$ cat src/hdl/rc4_page_descrambler_unit_defines.svh
// Assertion macros shared by the descrambler RTL.
`ifndef RC4_PAGE_DESCRAMBLER_UNIT_DEFINES_SVH
`define RC4_PAGE_DESCRAMBLER_UNIT_DEFINES_SVH

// Same-cycle implication, checked outside reset.
`define RC4PD_ASSERT_IMP(label, ante, cons, msg) \
    label: assert property (@(posedge clk) disable iff (!rst_n) (ante) |-> (cons)) \
        else $error(msg);

// Next-cycle implication, checked outside reset.
`define RC4PD_ASSERT_NXT(label, ante, cons, msg) \
    label: assert property (@(posedge clk) disable iff (!rst_n) (ante) |=> (cons)) \
        else $error(msg);

`endif

$ cat src/hdl/rc4pd_pkg.sv
// Shared types, constants and the microcode program of the descrambler.
package rc4pd_pkg;

    localparam int BYTE_W     = 8;
    localparam int PERM_DEPTH = 256;
    localparam int PERM_AW    = $clog2(PERM_DEPTH);
    localparam int KEY_LEN    = 16;
    localparam int KEY_IW     = $clog2(KEY_LEN);
    localparam int STEP_W     = 5;

    typedef logic [BYTE_W-1:0]  byte_t;
    typedef logic [PERM_AW-1:0] perm_addr_t;
    typedef logic [STEP_W-1:0]  step_t;

    localparam byte_t SCRAMBLE_KEY [KEY_LEN] = '{
        8'h7C, 8'h4E, 8'h03, 8'h04, 8'h55, 8'h05, 8'h09, 8'h07,
        8'h2D, 8'h2C, 8'h7B, 8'h38, 8'h17, 8'h0D, 8'h17, 8'h11
    };

    // Read address source
    typedef enum logic [1:0] {RA_I, RA_J, RA_SUM} rd_sel_t;
    // Write address source
    typedef enum logic {WA_I, WA_J} wa_sel_t;
    // Write data source
    typedef enum logic [1:0] {WD_I, WD_SI, WD_RD} wd_sel_t;
    typedef enum logic [1:0] {I_HOLD, I_INC, I_CLEAR} i_op_t;
    typedef enum logic [1:0] {J_HOLD, J_CLEAR, J_ADD_RD, J_ADD_KEY} j_op_t;
    // Jump condition; the jump is taken when it holds
    typedef enum logic [2:0] {
        C_NEVER, C_ALWAYS, C_NO_ACCEPT, C_NO_REKEY, C_I_NOT_LAST, C_OUT_BUSY
    } cond_t;

    typedef struct packed {
        rd_sel_t rd_sel;
        logic    wr_en;
        wa_sel_t wa_sel;
        wd_sel_t wd_sel;
        i_op_t   i_op;
        j_op_t   j_op;
        logic    ld_si;
        logic    ld_sj;
        logic    in_ready;
        logic    out_load;
        cond_t   cond;
        step_t   target;
    } ctrl_t;

    typedef struct packed {
        logic rekey;
        logic i_last;
    } dp_status_t;

    // Program steps
    localparam step_t ST_IDLE     = 5'd0;
    localparam step_t ST_DISPATCH = 5'd1;
    localparam step_t ST_CLEAR    = 5'd2;
    localparam step_t ST_FILL     = 5'd3;
    localparam step_t ST_K0       = 5'd4;
    localparam step_t ST_K1       = 5'd5;
    localparam step_t ST_K2       = 5'd6;
    localparam step_t ST_K3       = 5'd7;
    localparam step_t ST_K4       = 5'd8;
    localparam step_t ST_K5       = 5'd9;
    localparam step_t ST_P0       = 5'd10;
    localparam step_t ST_P1       = 5'd11;
    localparam step_t ST_P2       = 5'd12;
    localparam step_t ST_P3       = 5'd13;
    localparam step_t ST_P4       = 5'd14;
    localparam step_t ST_P5       = 5'd15;
    localparam step_t ST_P6       = 5'd16;
    localparam step_t ST_P7       = 5'd17;

    localparam ctrl_t CW_NOP = '{
        rd_sel: RA_I, wr_en: 1'b0, wa_sel: WA_I, wd_sel: WD_I,
        i_op: I_HOLD, j_op: J_HOLD, ld_si: 1'b0, ld_sj: 1'b0,
        in_ready: 1'b0, out_load: 1'b0, cond: C_NEVER, target: ST_IDLE
    };

    // Microcode ROM: one control word per step
    function automatic ctrl_t ucode(step_t pc);
        ctrl_t cw;
        cw = CW_NOP;
        unique case (pc)
            ST_IDLE:
            begin
                cw.in_ready = 1'b1;
                cw.cond     = C_NO_ACCEPT;
                cw.target   = ST_IDLE;
            end
            ST_DISPATCH:
            begin
                cw.cond   = C_NO_REKEY;
                cw.target = ST_P0;
            end
            ST_CLEAR:
            begin
                cw.i_op = I_CLEAR;
                cw.j_op = J_CLEAR;
            end
            ST_FILL:
            begin
                cw.wr_en  = 1'b1;
                cw.wa_sel = WA_I;
                cw.wd_sel = WD_I;
                cw.i_op   = I_INC;
                cw.cond   = C_I_NOT_LAST;
                cw.target = ST_FILL;
            end
            ST_K0:
            begin
                cw.rd_sel = RA_I;
            end
            ST_K1:
            begin
                cw.ld_si = 1'b1;
                cw.j_op  = J_ADD_KEY;
            end
            ST_K2:
            begin
                cw.rd_sel = RA_J;
            end
            ST_K3:
            begin
                cw.wr_en  = 1'b1;
                cw.wa_sel = WA_I;
                cw.wd_sel = WD_RD;
            end
            ST_K4:
            begin
                cw.wr_en  = 1'b1;
                cw.wa_sel = WA_J;
                cw.wd_sel = WD_SI;
                cw.i_op   = I_INC;
                cw.cond   = C_I_NOT_LAST;
                cw.target = ST_K0;
            end
            ST_K5:
            begin
                cw.j_op = J_CLEAR;
            end
            ST_P0:
            begin
                cw.i_op = I_INC;
            end
            ST_P1:
            begin
                cw.rd_sel = RA_I;
            end
            ST_P2:
            begin
                cw.ld_si = 1'b1;
                cw.j_op  = J_ADD_RD;
            end
            ST_P3:
            begin
                cw.rd_sel = RA_J;
            end
            ST_P4:
            begin
                cw.ld_sj  = 1'b1;
                cw.wr_en  = 1'b1;
                cw.wa_sel = WA_I;
                cw.wd_sel = WD_RD;
            end
            ST_P5:
            begin
                cw.wr_en  = 1'b1;
                cw.wa_sel = WA_J;
                cw.wd_sel = WD_SI;
            end
            ST_P6:
            begin
                // Keep reading the keystream byte while the output slot is busy
                cw.rd_sel = RA_SUM;
                cw.cond   = C_OUT_BUSY;
                cw.target = ST_P6;
            end
            ST_P7:
            begin
                cw.out_load = 1'b1;
                cw.cond     = C_ALWAYS;
                cw.target   = ST_IDLE;
            end
            default:
            begin
                cw.cond   = C_ALWAYS;
                cw.target = ST_IDLE;
            end
        endcase
        return cw;
    endfunction

endpackage

$ cat src/hdl/rc4pd_ifs.sv
// Input and output channel interfaces of the descrambler.
interface rc4pd_in_if;
    logic                      valid;
    logic                      ready;
    logic [rc4pd_pkg::BYTE_W-1:0] data_in;
    logic                      last_of_page;

    modport source (output valid, output data_in, output last_of_page, input ready);
    modport sink   (input valid, input data_in, input last_of_page, output ready);
endinterface

interface rc4pd_out_if;
    logic                      valid;
    logic                      ready;
    logic [rc4pd_pkg::BYTE_W-1:0] data_out;

    modport source (output valid, output data_out, input ready);
    modport sink   (input valid, input data_out, output ready);
endinterface

$ cat src/hdl/rc4pd_ram.sv
// Generic single-write, single-read RAM with registered read data.
module rc4pd_ram #(
    parameter int WIDTH = 8,
    parameter int DEPTH = 256
) (
    input  logic                     clk,
    input  logic                     wr_en,
    input  logic [$clog2(DEPTH)-1:0] wr_addr,
    input  logic [WIDTH-1:0]         wr_data,
    input  logic [$clog2(DEPTH)-1:0] rd_addr,
    output logic [WIDTH-1:0]         rd_data
);

    logic [WIDTH-1:0] mem_reg [DEPTH];
    logic [WIDTH-1:0] rd_data_reg;

    always_ff @(posedge clk)
    begin
        if (wr_en)
        begin
            mem_reg[wr_addr] <= wr_data;
        end
        rd_data_reg <= mem_reg[rd_addr];
    end

    assign rd_data = rd_data_reg;

endmodule

$ cat src/hdl/rc4pd_sequencer.sv
// Step counter and microcode ROM that drive the descrambler datapath.
module rc4pd_sequencer (
    input  logic                  clk,
    input  logic                  rst_n,
    input  logic                  accept,
    input  logic                  out_busy,
    input  rc4pd_pkg::dp_status_t status,
    output rc4pd_pkg::ctrl_t      ctrl
);
    import rc4pd_pkg::*;

    step_t pc_reg;
    step_t pc_next;
    ctrl_t cw;
    logic  jump;

    assign cw   = ucode(pc_reg);
    assign ctrl = cw;

    always_comb
    begin
        unique case (cw.cond)
            C_NEVER:      jump = 1'b0;
            C_ALWAYS:     jump = 1'b1;
            C_NO_ACCEPT:  jump = !accept;
            C_NO_REKEY:   jump = !status.rekey;
            C_I_NOT_LAST: jump = !status.i_last;
            C_OUT_BUSY:   jump = out_busy;
            default:      jump = 1'b0;
        endcase
        pc_next = jump ? cw.target : step_t'(pc_reg + 1'b1);
    end

    always_ff @(posedge clk or negedge rst_n)
    begin
        if (!rst_n)
        begin
            pc_reg <= ST_IDLE;
        end
        else
        begin
            pc_reg <= pc_next;
        end
    end

endmodule

$ cat src/hdl/rc4pd_datapath.sv
// Index registers, swap latches and permutation memory of the descrambler.
module rc4pd_datapath (
    input  logic                     clk,
    input  logic                     rst_n,
    input  rc4pd_pkg::ctrl_t         ctrl,
    input  logic                     accept,
    input  logic [rc4pd_pkg::BYTE_W-1:0] data_in,
    input  logic                     last_of_page,
    output rc4pd_pkg::dp_status_t    status,
    output logic [rc4pd_pkg::BYTE_W-1:0] ks_data
);
    import rc4pd_pkg::*;

    byte_t      i_reg, i_next;
    byte_t      j_reg, j_next;
    byte_t      si_reg;
    byte_t      sj_reg;
    byte_t      din_reg;
    logic       last_reg;
    logic       rekey_reg;
    byte_t      rd_data;
    perm_addr_t rd_addr;
    perm_addr_t wr_addr;
    byte_t      wr_data;
    byte_t      key_byte;

    assign key_byte = SCRAMBLE_KEY[i_reg[KEY_IW-1:0]];

    always_comb
    begin
        unique case (ctrl.rd_sel)
            RA_I:    rd_addr = i_reg;
            RA_J:    rd_addr = j_reg;
            RA_SUM:  rd_addr = perm_addr_t'(si_reg + sj_reg);
            default: rd_addr = i_reg;
        endcase
        wr_addr = (ctrl.wa_sel == WA_J) ? j_reg : i_reg;
        unique case (ctrl.wd_sel)
            WD_I:    wr_data = i_reg;
            WD_SI:   wr_data = si_reg;
            WD_RD:   wr_data = rd_data;
            default: wr_data = rd_data;
        endcase
        unique case (ctrl.i_op)
            I_HOLD:  i_next = i_reg;
            I_INC:   i_next = byte_t'(i_reg + 1'b1);
            I_CLEAR: i_next = '0;
            default: i_next = i_reg;
        endcase
        unique case (ctrl.j_op)
            J_HOLD:    j_next = j_reg;
            J_CLEAR:   j_next = '0;
            J_ADD_RD:  j_next = byte_t'(j_reg + rd_data);
            J_ADD_KEY: j_next = byte_t'(j_reg + rd_data + key_byte);
            default:   j_next = j_reg;
        endcase
    end

    always_ff @(posedge clk or negedge rst_n)
    begin
        if (!rst_n)
        begin
            i_reg     <= '0;
            j_reg     <= '0;
            rekey_reg <= 1'b1;
        end
        else
        begin
            i_reg <= i_next;
            j_reg <= j_next;
            if (ctrl.out_load)
            begin
                rekey_reg <= last_reg;
            end
        end
    end

    always_ff @(posedge clk)
    begin
        if (ctrl.ld_si)
        begin
            si_reg <= rd_data;
        end
        if (ctrl.ld_sj)
        begin
            sj_reg <= rd_data;
        end
        if (accept)
        begin
            din_reg  <= data_in;
            last_reg <= last_of_page;
        end
    end

    rc4pd_ram #(
        .WIDTH (BYTE_W),
        .DEPTH (PERM_DEPTH)
    ) u_perm_ram (
        .clk     (clk),
        .wr_en   (ctrl.wr_en),
        .wr_addr (wr_addr),
        .wr_data (wr_data),
        .rd_addr (rd_addr),
        .rd_data (rd_data)
    );

    assign status.rekey  = rekey_reg;
    assign status.i_last = (i_reg == byte_t'(PERM_DEPTH - 1));
    assign ks_data       = din_reg ^ rd_data;

endmodule

$ cat src/hdl/rc4_page_descrambler_unit.sv
// Top level of the fixed-key RC4 page descrambler.
// Each accepted transaction carries one scrambled byte; the unit returns one byte XORed
// with the next RC4 keystream byte under the fixed 16-byte key. The keystream restarts
// after every byte marked last_of_page and at the first byte after reset: that byte first
// pays for the full key schedule (one index clear, 256 fill writes, 5 x 256 swap steps,
// one j clear). A byte within a page runs through the idle, dispatch and eight keystream
// steps before the next byte can be accepted, a step sequence set by the single 256x8
// permutation RAM with one read and one write port and registered read data: three
// dependent reads and two swap writes in sequence. One byte is in flight at a time;
// the result sits in an output register, so the next byte is accepted while the previous
// result is still waiting, and that byte holds just before its result load until the
// output slot drains.
`include "rc4_page_descrambler_unit_defines.svh"

module rc4_page_descrambler_unit (
    input  logic         clk,
    input  logic         rst_n,
    rc4pd_in_if.sink     in_ch,
    rc4pd_out_if.source  out_ch
);
    import rc4pd_pkg::*;

    ctrl_t      ctrl;
    dp_status_t status;
    logic       accept;
    logic       out_busy;
    byte_t      ks_data;
    byte_t      data_out_reg;
    logic       out_valid_reg;

    // Take a new byte at the idle step; the output slot is checked later, before the
    // result load.
    assign in_ch.ready = ctrl.in_ready;
    assign accept      = in_ch.valid && in_ch.ready;
    // The slot stays occupied past this edge: hold the sequencer before the load.
    assign out_busy    = out_valid_reg && !out_ch.ready;

    rc4pd_sequencer u_seq (
        .clk      (clk),
        .rst_n    (rst_n),
        .accept   (accept),
        .out_busy (out_busy),
        .status   (status),
        .ctrl     (ctrl)
    );

    rc4pd_datapath u_dp (
        .clk          (clk),
        .rst_n        (rst_n),
        .ctrl         (ctrl),
        .accept       (accept),
        .data_in      (in_ch.data_in),
        .last_of_page (in_ch.last_of_page),
        .status       (status),
        .ks_data      (ks_data)
    );

    // Output register: load on the final step, drop when the transaction completes.
    always_ff @(posedge clk or negedge rst_n)
    begin
        if (!rst_n)
        begin
            out_valid_reg <= 1'b0;
        end
        else if (ctrl.out_load)
        begin
            out_valid_reg <= 1'b1;
        end
        else if (out_ch.ready)
        begin
            out_valid_reg <= 1'b0;
        end
    end

    always_ff @(posedge clk)
    begin
        if (ctrl.out_load)
        begin
            data_out_reg <= ks_data;
        end
    end

    assign out_ch.valid    = out_valid_reg;
    assign out_ch.data_out = data_out_reg;

    // A stalled result stays valid and unchanged.
    `RC4PD_ASSERT_NXT(a_out_hold, out_ch.valid && !out_ch.ready, out_ch.valid && $stable(out_ch.data_out),
        "output transaction changed while stalled")
    // A result never overwrites one that has not been delivered.
    `RC4PD_ASSERT_IMP(a_no_overwrite, ctrl.out_load, !out_valid_reg,
        "result loaded over an undelivered result")
    // The permutation is never written while a new byte can be accepted.
    `RC4PD_ASSERT_IMP(a_no_write_when_ready, ctrl.wr_en, !in_ch.ready,
        "permutation written while input is ready")

endmodule

$ cat src/flat_wrapper.sv
// flat-port wrapper written by rule: the top's interface ports become plain ports
module rc4_page_descrambler_unit_flat import rc4pd_pkg::*;
  (clk, rst_n, in_ch_valid, in_ch_data_in, in_ch_last_of_page, in_ch_ready, out_ch_valid, out_ch_data_out, out_ch_ready);
  rc4pd_in_if in_ch_i ();
  rc4pd_out_if out_ch_i ();
  input  logic clk;
  input  logic rst_n;
  input wire logic [$bits(in_ch_i.valid)-1:0] in_ch_valid;
  input wire logic [$bits(in_ch_i.data_in)-1:0] in_ch_data_in;
  input wire logic [$bits(in_ch_i.last_of_page)-1:0] in_ch_last_of_page;
  output wire logic [$bits(in_ch_i.ready)-1:0] in_ch_ready;
  output wire logic [$bits(out_ch_i.valid)-1:0] out_ch_valid;
  output wire logic [$bits(out_ch_i.data_out)-1:0] out_ch_data_out;
  input wire logic [$bits(out_ch_i.ready)-1:0] out_ch_ready;
  assign in_ch_i.valid = in_ch_valid;
  assign in_ch_i.data_in = in_ch_data_in;
  assign in_ch_i.last_of_page = in_ch_last_of_page;
  assign in_ch_ready = in_ch_i.ready;
  assign out_ch_valid = out_ch_i.valid;
  assign out_ch_data_out = out_ch_i.data_out;
  assign out_ch_i.ready = out_ch_ready;
  rc4_page_descrambler_unit u_core (.clk(clk), .rst_n(rst_n), .in_ch(in_ch_i), .out_ch(out_ch_i));
endmodule
$ cat config.mk
export PLATFORM = sky130hd
export DESIGN_NAME = rc4_page_descrambler_unit_flat
export DESIGN_NICKNAME = d
export VERILOG_FILES = /design/src/hdl/rc4pd_pkg.sv /design/src/hdl/rc4pd_ifs.sv /design/src/hdl/rc4pd_ram.sv /design/src/hdl/rc4pd_sequencer.sv /design/src/hdl/rc4pd_datapath.sv /design/src/hdl/rc4_page_descrambler_unit.sv /design/src/flat_wrapper.sv
export VERILOG_INCLUDE_DIRS = /design/src /design/src/hdl
export SDC_FILE = /design/constraint.sdc
export NUM_CORES = 2
export LEC_CHECK = 0
export ABC_AREA = 1
export BUFFER_PORTS_ARGS = -buffer_cell sky130_fd_sc_hd__buf_2
export CORE_MARGIN = 4
export CORE_UTILIZATION = 50
export DETAILED_ROUTE_END_ITERATION = 16
export PLACE_DENSITY = 0.73
export SYNTH_ARGS = -nofsm -noshare
export SYNTH_HDL_FRONTEND = slang
export SYNTH_HIERARCHICAL = 1
export SYNTH_SLANG_ARGS = --single-unit
$ cat constraint.sdc
create_clock -name clk -period 11.48 [get_ports clk]
set_input_delay 1.148 -clock clk [delete_from_list [all_inputs] [get_ports clk]]
set_output_delay 1.148 -clock clk [all_outputs]
set_load 0.01 [all_outputs]
## Word level (Yosys, flattened, before mapping)

Memories as Yosys holds them, arrays and structs flattened. A register that Yosys moved wholly into a read port is not among the register bits.
Cells that the tools add are included.

- Word-level logic and storage cells: 91
- RAM bits: 2048
- Memories: 2
- Output and inout bits: 10
- Input bits: 13
- Memory bits (read-only): 128
- Bits in registers: 56

- $lt $le $gt $ge: 1
- Add/subtract/negate cells: 5
- Bitwise gates (word level): 2
- Multiplexer cells: 22
- Eq/ne operators: 31
- Reduce and logical (&&, ||, !) cells: 18

Memories:

| memory | words | width | rd ports | clocked after Yosys merged registers in | wr ports | line | source |
|---|---|---|---|---|---|---|---|
| u_core.u_dp.u_perm_ram.mem_reg | 256 | 8 | 1 | 1 | 1 | rc4pd_ram.sv:14 | `logic [WIDTH-1:0] mem_reg [DEPTH];` |
| (name not given) | 16 | 8 | 1 | 0 | 0 | rc4pd_datapath.sv:27 | `assign key_byte = SCRAMBLE_KEY[i_reg[KEY_IW-1:0]];` |

Operators with widths:

| operator | number |
|---|---|
| 8-bit one-hot mux with 2 select lines | 3 |
| 8-bit one-hot mux with 6 select lines | 1 |
| 5-bit by 4-bit == test with 1-bit output (second input constant) | 8 |
| 8-bit adder | 3 |
| 8-bit 2-to-1 mux | 3 |
| 8-bit one-hot mux with 3 select lines | 1 |
| 5-bit by 3-bit == test with 1-bit output (second input constant) | 4 |
| 4-bit one-hot mux with 3 select lines | 1 |
| 12-bit OR reduction | 1 |
| 5-bit by 2-bit == test with 1-bit output (second input constant) | 2 |
| 5-bit == test (second input constant) | 2 |
| 2-bit OR reduction | 5 |
| 8-bit by 1-bit adder with 8-bit output (second input constant) | 1 |
| 2-bit by 1-bit == test with 1-bit output (second input constant) | 4 |
| 2-bit == test (second input constant) | 4 |
| 8-bit == test (second input constant) | 1 |
| 1-bit 2-to-1 mux | 8 |
| 2-bit one-hot mux with 2 select lines | 2 |
| 8-bit bitwise XOR | 1 |
| 3-bit by 2-bit == test with 1-bit output (second input constant) | 2 |
| 3-bit == test (second input constant) | 2 |
| 2-bit one-hot mux with 3 select lines | 1 |
| 5-bit by 1-bit adder with 5-bit output (second input constant) | 1 |
| 5-bit by 1-bit == test with 1-bit output (second input constant) | 1 |
| 11 further kinds | 17 |

## Longest topological paths before layout

- Depth after elaboration: 6
- Gate-level depth with buffers: 26
- Gate-level depth less buffers: 21

## By module

Netlist, hierarchy kept.

Modules (own cells, without submodules):

| module | cells an instance | area each (µm²) | instances |
|---|---|---|---|
| rc4pd_ram | 7003 | 83396.2 | 1 |
| rc4pd_datapath | 409 | 3199.3 | 1 |
| rc4pd_sequencer | 129 | 764.5 | 1 |
| rc4_page_descrambler_unit | 16 | 294.0 | 1 |

## Worst setup path after synthesis

OpenSTA, ideal clock, no wires.

- Path kind: register to register
- Start: reg u_core.u_seq.pc_reg[0]
- End: mem u_core.u_dp.u_perm_ram.mem_reg[0][1], data pin
- Cell stages (with the launch flop): 10
- Buffers on the path: 0
- Setup slack: 5.418 ns
- Arrival: 4.544 ns
- Clock period less this slack: 6.062 ns
- Cell sequence: dfrtp_1 -> ha_1 -> inv_1 -> nor2_1 -> ha_1 -> or2_2 -> inv_1 -> nor2_1 -> nand2_1 -> nand3_1

RTL lines:

| element | line | source |
|---|---|---|
| start, declared | rc4pd_sequencer.sv:12 | `step_t pc_reg;` |
| start signal, assigned | rc4pd_sequencer.sv:42 | `pc_reg <= pc_next;` |
| end, declared | rc4pd_ram.sv:14 |  |

==> flow_metrics.py <==
metrics = {
    "run_status": {
        "outcome": "finished, final reports clean",
    },
    "detailed_routing": {
        "wirelength_mm": 227.3,
        "vias": 58840,
        "top_layer": "met5",
        "drc": 0,
        "wl_met1_mm": 85.92,
        "firstDrtPassIters": 9,
        "met2WireLength_mm": 105.5,
        "route.met3.wl_mm": 25.72,
        "ant_nets": 0,
        "first_iter_violations": 8555,
        "wl_per_cell_um": 23.06,
        "vias_per_cell": 5.968,
    },
    "global_route": {
        "grt_max_degree": 207,
        "grt_pass1_wl_mm": 340.9,
        "grt_pass1_vias": 55240,
        "antenna_found_initial": 7,
        "overflow": 0,
        "grt.total_usage": 0.2458,
    },
    "setup_path": {
        "r2r_end": "u_core/u_dp/u_perm_ram/rd_data[6]",
        "reg2reg_depth": 23,
        "startpoint_type": "register",
        "cp_data_arrival_time_ns": 8.14,
        "path_max_fanout": 117,
        "r2r_start": "u_core/u_seq/pc_reg[0]",
        "critical_path.slowest_cell": "buf_4",
        "worst_ep_required_time_ns": 12.25,
        "crit_type": "register to register",
        "rrSetupSlack_ns": 4.11,
        "timing.critical_path.max_delay_family": "buffers and inverters",
        "cp_cell_sequence": "inv_1 -> ha_1 -> inv_1 -> nor2_1 -> nand2_1 -> nand2_1 -> inv_1 -> ha_1 -> a21oi_1 -> a22oi_2 -> buf_4 -> buf_4 -> buf_4 -> nand2_1 -> nand3_1 -> nand3_1 -> nand3_1 -> nand3_1 -> nand3_1 -> nand3_1 -> nand2_1 -> nand2_1 -> nand2_1",
        "worst_setup_path_end_kind": "register",
        "path_buf_inv": 6,
        "crit_path_max_incr_delay_ns": 1.01,
    },
    "power": {
        "p_leak_nw": 33.59,
        "ir_drop_uv": 316.5,
        "p_total_mw": 25.10,
        "powerDensity_nw_per_um2": 263.2,
    },
    "place": {
        "globalplace.congestion": 0.9224,
        "dp_hpwl_mm": 124.7,
        "portBuffers": 22,
        "dp.cells": 9491,
    },
    "timing": {
        "drv_slew": 0,
        "clock.fmax_ghz": 0.1358,
        "hold_viol": 0,
        "setup_tns_ns": 0,
        "rsz0062_at_grt": "false",
        "period_share": 0.6416,
        "fin_worst_skew_ns": 0.03733,
        "worst_pin_slew_ns": 1.485,
        "setup_viol": 0,
        "period_minus_slack_ns": 7.366,
        "slew_headroom": 0.01006,
    },
    "clock_network": {
        "root_buffer": "clkbuf_16",
        "cts_max_path_buffers": 3,
        "cts_resized": 0,
        "cts.sinks": 2112,
        "insertion_delay_ns": 0.85,
        "clk_pin_slew_ns": 0.06,
        "h-tree-depth": 4,
        "cts_buffers": 200,
        "cts_hold_buf": 0,
        "cts_tree": "done",
        "postCtsSetupBuffers": 0,
    },
    "finish": {
        "fillers": 13850,
        "multi_input_area_um2": 21590,
        "stdcell_count": 9859,
        "largest_register_ff_count": 2048,
        "area_growth_pct": 8.785,
        "final_net_count": 7417,
        "fin_util": 0.5479,
        "seq_area_um2": 63230,
        "drive_gt1_frac": 0.05737,
    },
    "run": {
        "drv_cap": 0,
    },
    "die": {
        "die_area_um2": 182100,
        "die_w_um": 426.7,
        "initial_core_util": 0.5037,
        "fp.dieH_um": 426.7,
        "num_io_pins": 23,
        "fp.coreArea_um2": 174000,
        "rows": 153,
    },
    "yosys": {
        "syn-mean-instance-area_um2": 11.60,
        "yosys_warnings": 6,
        "syn_nets": 7605,
        "synth.cell_area_um2": 87650,
        "syn_inst": 7556,
    },
    "worst_hold_path": {
        "min_path_type": "input port to asynchronous set/reset pin",
    },
}
## power breakdown
part           internal, mW  total (mW)  switching (mW)  leakage, nW
Clock                  3.58        6.41            2.83         3.06
Combinational          2.23        9.12            6.89         11.1
Sequential             9.45        9.56           0.117         19.4
Total                  15.3        25.1            9.84         33.6
## stage by stage
step | hold slack (ns) | setup WS, ns | area, um2
floorplan | 0.4544 | 5.418 | 87650
global placement | 0.4612 | 4.342 | 89020
detailed placement | 0.4741 | 4.289 | 89020
CTS | 0.2925 | 4.272 | 95340
global route | 0.3399 | 3.703 | 95340
finish | 0.3220 | 4.114 | 95350
## layout by cell type (no fill, tap or decap), types with 4 or more instances in the layout
master         n
clkinvlp_4     8
clkinv_8       5
nor3_1         5
nand2_1     2274
nor2_2         5
xor2_1        13
dfxtp_1        8
dfrtp_1       22
nand3_1     2065
clkinv_2      30
ha_1          33
diode_2        4
inv_16         4
buf_12         7
nand3_4        9
clkbuf_16    203
a21oi_1       26
nand4_1        9
buf_4         75
clkbuf_1      51
bufinv_16     14
inv_2          6
o21ai_0       20
a22oi_2        6
inv_1        108
nand2_2        8
clkinv_1      42
edfxtp_1    2081
nor2_1       319
buf_2         22
## routing by layer
layer,GRT usage,up-vias
li1,-,26280
met1,0.3376,28260
met2,0.3844,3724
met3,0.04830,571
met4,0.1065,4
met5,0,-
## area by class of cell
cell class | count | area share
Timing Repair Buffer | 104 | 0.008529
Clock buffer | 256 | 0.05557
Tap cell | 2325 | 0.03051
Inverter | 118 | 0.005000
Multi-Input combinational cell | 4832 | 0.2264
Clock inverter | 108 | 0.01075
Antenna cell | 4 | 0.0001050
Sequential cell | 2112 | 0.6631
## how the worst max path moves through the flow
stage                                start                                    to  slack, ns  cells after the start
floorplan           u_core/u_seq/pc_reg[0]  u_core/u_dp/u_perm_ram/mem_reg[0][1]       5.42                      9
global placement    u_core/u_seq/pc_reg[0]     u_core/u_dp/u_perm_ram/rd_data[5]       4.34                     23
detailed placement  u_core/u_seq/pc_reg[0]     u_core/u_dp/u_perm_ram/rd_data[5]       4.29                     23
CTS                 u_core/u_seq/pc_reg[0]     u_core/u_dp/u_perm_ram/rd_data[5]       4.27                     23
global route        u_core/u_seq/pc_reg[1]     u_core/u_dp/u_perm_ram/rd_data[6]       3.70                     23
finish              u_core/u_seq/pc_reg[0]     u_core/u_dp/u_perm_ram/rd_data[6]       4.11                     23
Note: power is estimated with default switching activity, not from simulation.
